$ cat src/rtl/dplru_pkg.sv
// Shared widths, codes and controller/datapath handshake types for the LRU replacement block.
package dplru_pkg;

    // Default geometry, handed to the top level parameters
    localparam int NUM_WAYS_DFLT = 16;
    localparam int NUM_SETS_DFLT = 2048;

    // Fixed field widths of the request and result items
    localparam int CMD_W   = 1;
    localparam int SET_W   = 11;
    localparam int WAY_W   = 4;
    localparam int MASK_W  = 16;
    localparam int MASK_IW = 4;
    localparam int THR_W   = 4;
    localparam int KIND_W  = 2;

    // Request commands
    localparam logic [CMD_W-1:0] CMD_FIND   = 1'b0;
    localparam logic [CMD_W-1:0] CMD_UPDATE = 1'b1;

    // Victim kinds
    localparam logic [KIND_W-1:0] KIND_INVALID = 2'd0;
    localparam logic [KIND_W-1:0] KIND_DATA    = 2'd1;
    localparam logic [KIND_W-1:0] KIND_LRU     = 2'd2;

    // Commands from the controller to the datapath
    typedef struct packed {
        logic clear_step;
        logic capture;
        logic search;
        logic apply;
    } t_dp_cmd;

    // Status from the datapath to the controller
    typedef struct packed {
        logic clear_last;
        logic result_due;
        logic out_busy;
    } t_dp_stat;

endpackage

$ cat src/rtl/dplru_ctrl.sv
// Controller state machine: clearing pass, request capture, search and write-back sequencing.
module dplru_ctrl (
    input  logic                i_clk,
    input  logic                i_rst_n,
    input  logic                i_in_valid,
    output logic                o_in_ready,
    input  dplru_pkg::t_dp_stat i_stat,
    output dplru_pkg::t_dp_cmd  o_cmd
);

    localparam logic [1:0] S_CLEAR = 2'd0;
    localparam logic [1:0] S_IDLE  = 2'd1;
    localparam logic [1:0] S_READ  = 2'd2;
    localparam logic [1:0] S_APPLY = 2'd3;

    logic [1:0] r_state;
    logic [1:0] n_state;

    // Next state and datapath commands
    always_comb begin
        n_state = r_state;
        o_cmd   = '0;
        unique case (r_state)
            S_CLEAR: begin
                o_cmd.clear_step = 1'b1;
                if (i_stat.clear_last) begin
                    n_state = S_IDLE;
                end
            end
            S_IDLE: begin
                if (i_in_valid) begin
                    o_cmd.capture = 1'b1;
                    n_state       = S_READ;
                end
            end
            S_READ: begin
                o_cmd.search = 1'b1;
                n_state      = S_APPLY;
            end
            S_APPLY: begin
                // hold while a result is due and the output register cannot take it
                if (!(i_stat.result_due && i_stat.out_busy)) begin
                    o_cmd.apply = 1'b1;
                    n_state     = S_IDLE;
                end
            end
            default: begin
                n_state = S_CLEAR;
            end
        endcase
    end

    // State register
    always_ff @(posedge i_clk) begin
        if (!i_rst_n) begin
            r_state <= S_CLEAR;
        end else begin
            r_state <= n_state;
        end
    end

    assign o_in_ready = (r_state == S_IDLE);

    // A transfer on the request channel always starts the row read
    a_accept_to_read: assert property (@(posedge i_clk) disable iff (!i_rst_n)
        (i_in_valid && o_in_ready) |=> (r_state == S_READ))
        else $error("request transfer not followed by row read");

    // Search is always followed directly by the apply state
    a_read_to_apply: assert property (@(posedge i_clk) disable iff (!i_rst_n)
        (r_state == S_READ) |=> (r_state == S_APPLY))
        else $error("search not followed by apply");

    // Never overwrite a result the consumer has not taken
    a_no_overwrite: assert property (@(posedge i_clk) disable iff (!i_rst_n)
        o_cmd.apply |-> !(i_stat.result_due && i_stat.out_busy))
        else $error("apply issued while output register busy");

endmodule

$ cat config.mk
export PLATFORM = sky130hd
export DESIGN_NAME = dplru_ctrl
export DESIGN_NICKNAME = d
export VERILOG_FILES = /design/src/rtl/dplru_pkg.sv /design/src/rtl/dplru_ctrl.sv
export SDC_FILE = /design/constraint.sdc
export NUM_CORES = 1
export LEC_CHECK = 0
export BUFFER_PORTS_ARGS = -buffer_cell sky130_fd_sc_hd__buf_2
export CAP_MARGIN = 20
export CORE_AREA = 4 4 41 43
export DETAILED_ROUTE_END_ITERATION = 10
export DIE_AREA = 0 0 45 47
export PLACE_DENSITY = 0.35
export SYNTH_ARGS = -nofsm -noshare
export SYNTH_HDL_FRONTEND = slang
export SYNTH_SLANG_ARGS = --single-unit
$ cat constraint.sdc
create_clock -name i_clk -period 2.7 [get_ports i_clk]
set_clock_uncertainty 0.2 [all_clocks]
set_input_delay 0.81 -clock i_clk [delete_from_list [all_inputs] [get_ports i_clk]]
set_output_delay 0.81 -clock i_clk [all_outputs]
set_load 0.05 [all_outputs]
Word level (Yosys, flattened, before mapping):

Index checks and enable logic that the tools add are counted.
W data, S select, Z words.

* register bits after elaboration: 2
* input port bits: 6
* logic and storage cells: 20

* equality and inequality tests: 6
* muxes and demuxes: 10
* reductions and logical operators: 3

Operators with widths (number)
* $pmux W2 S4: 1
* $mux W1: 6
* $mux W2: 3
* $ne A2 B2 Y1 const B: 3
* $eq A2 B2 Y1 const B: 2
* $reduce_and A3 Y1: 1
* $eq A2 B1 Y1 const B: 1
* $logic_not A2 Y1: 1
* $logic_and A1 B1 Y1: 1

Longest topological paths before layout:

* depth in word-level cells: 3
* mapped depth: 5
* gate-level depth less buffers: 5

Worst setup path after synthesis:

No wires, ideal clock.

* path type: in2out
* start: in i_stat[1] (netlist name)
* end: out o_cmd[0] (netlist name)
* arrival time: 1.946 ns
* data required time: 1.690 ns
* setup slack: -0.256 ns
* stages: 1
* path buffers: 0
* cells stage by stage: a21boi_0

* cells in the longest elaborated chain, start to end: 3

RTL lines
* start, declared: line dplru_ctrl.sv:7 `input dplru_pkg::t_dp_stat i_stat,`
* $logic_and A1 B1 Y1: line dplru_ctrl.sv:42 `if (!(i_stat.result_due && i_stat.out_busy)) begin`
* $mux W1: line dplru_ctrl.sv:42
* $mux W1: line dplru_ctrl.sv:23 `unique case (r_state)`
* end, declared: line dplru_ctrl.sv:8 `output dplru_pkg::t_dp_cmd o_cmd`

No other way between the ends.

==> out/summary.txt <==
Num CTS Buffers = 3
Die Area = 2120 µm²
synth cell count leaders = ha_1, inv_1, nand2_1
most numerous cell in the Yosys netlist = ha_1
Layout area overhead = 48.0%
Synth Area per Inst = 9.06 µm²
WL met1 = 194 µm
met3 wire length = 65 µm
diode count = 0
drt drc = 0
Unique masters post-synth = 10
yosys warns = 0
area of the mapped netlist = 190 µm²
worst min path class = reg -> reg
vias in the first global route = 182
CTS Root Buffer Type = clkbuf_4
TNS Setup = 0 ns
CTS tree = yes
sequential share of the synthesized area = 21.1%
Post-Route WL = 427 µm
CTS H-tree lvls = 1
Final min period = 2.32 ns
Final nets = 47
leading post-synthesis cells by cell area = ha_1, dfxtp_1, mux2i_1, inv_1, o221ai_2
top routing layer used = met3
initial antenna violation count = 0
Total Routing Usage GR = 4.89%
flip-flop count of the largest register after layout = 2
Setup CP Type = in -> out
final period utilization = 86.0%
GRT overflow = 0
max_cap viols = 0
Die Y = 47 µm
DR iter-0 viols = 0
Synth Instances = 21
maximum clock insertion buffer count = 2
worst skew pair latency = 0.22 ns
Detail Placement HPWL = 360 µm
core box area = 1300 µm²
Worst setup SP type = input port
reg2reg path depth = 4
Slew Limit Fails = 0
vias per cell = 3.71
clock sinks = 2
met2 WL = 168 µm
crit path max fanout = 2
FMAX = 431 MHz
IO Count = 11
Post-Syn Nets = 32
largest net degree at the start of global routing = 6
RSZ-0062 raised after global routing = false
Setup Viol. Count Final = 0
RD Place Congestion = 0.727
Post-synth EDFFs = 0
share of cells above drive strength 1 = 44.1%
largest registers = r_state: 2 flops
largest area contributor in the netlist = ha_1
DRT antenna net count = 0
crit path DAT = 1.31 ns
Pre-Repair DR Iteration Count = 1
number of setup buffers added after CTS = 0
outcome = completed
hold path depth = 2
first-pass GRT wire length = 690 µm
ys async rst share = 0%
Die W = 45 µm
Resized cells post-CTS = 0
critical path required time = 1.69 ns
Biggest register = r_state
Primary FF master, synth = dfxtp_1
worst relative slew slack = 83.3%
post-synth top area share = 32.9%
Starting Density = 14.6%
#FFs+latches synth = 2
Cell Rows = 13
I/O Buffers = 10
clock-pin transition on the worst setup and hold timing paths = 0.03 ns
Worst Tran Pin Value = 0.250 ns
crit end category = output port
via count = 182
drt wl/cell = 8.71 µm
Final Hold Fails = 0
CTS hold repair buffers = 0
## kinds of logic after synthesis
| logic type | after synthesis | share of synthesized area, % |
|---|---|---|
| flip-flops | 2 | 21.1 |
| adder cells (fa/ha/maj) | 5 | 32.9 |
| multiplexers | 2 | 10.5 |
| AO/OA/AOI/OAI | 2 | 11.8 |
| AND/OR/NAND/NOR | 6 | 15.8 |
| buffers and inverters | 4 | 7.89 |
## worst paths after layout
check	startpoint	end	slack (ns)
hold reg to reg	r_state[1]	r_state[1]	0.31
setup reg to reg	r_state[0]	r_state[0]	1.27
setup / recovery	i_stat[1]	o_cmd[0]	0.38
hold / removal	r_state[1]	r_state[1]	0.31
## layer usage
layer,GRT usage [%],vias to the layer above
met5,0,-
met4,3.51,0
met3,3.45,0
met2,6.50,11
met1,5.42,76
li1,-,95
## final cells by class
cell class | instances | area [µm²]
clock buffers | 3 | 22.5
repair buffers | 10 | 50.0
fillers | 155 | 1020
well taps | 15 | 18.8
flip-flops and latches | 2 | 40.0
inverters | 4 | 15.0
multi-input cells | 15 | 135
## stage by stage
stage	utilization [%]	hold WS (ns)	setup WS, ns	cell area, µm²	instances
after detailed placement	19.9	0.310	0.370	259	46
after floorplan	-	0.271	0.119	190	21
after global placement	19.9	0.315	0.389	259	46
after global routing	21.6	0.341	0.342	282	49
final	21.6	0.307	0.378	282	49
after CTS	21.6	0.314	0.370	282	49
## layout by cell type, fill, tap and decap left out
| cell type | synthesis | routed |
|---|---|---|
| clkbuf_4 | 0 | 3 |
| buf_2 | 0 | 10 |
| inv_1 | 4 | 4 |
| and2_2 | 1 | 1 |
| a21boi_1 | 0 | 1 |
| dfxtp_1 | 2 | 2 |
| nand2b_1 | 1 | 1 |
| o221ai_2 | 1 | 1 |
| nand2_1 | 3 | 3 |
| ha_1 | 5 | 5 |
| mux2i_1 | 2 | 2 |
| nand3_1 | 1 | 1 |
## worst max-delay path, cell delays in order
cell and delay [ns]:
buf_2 0.10, a21boi_1 0.12, buf_2 0.27
Power is not shown: default switching activity piles up to over one toggle a cycle in this logic, so the estimate is an artifact.
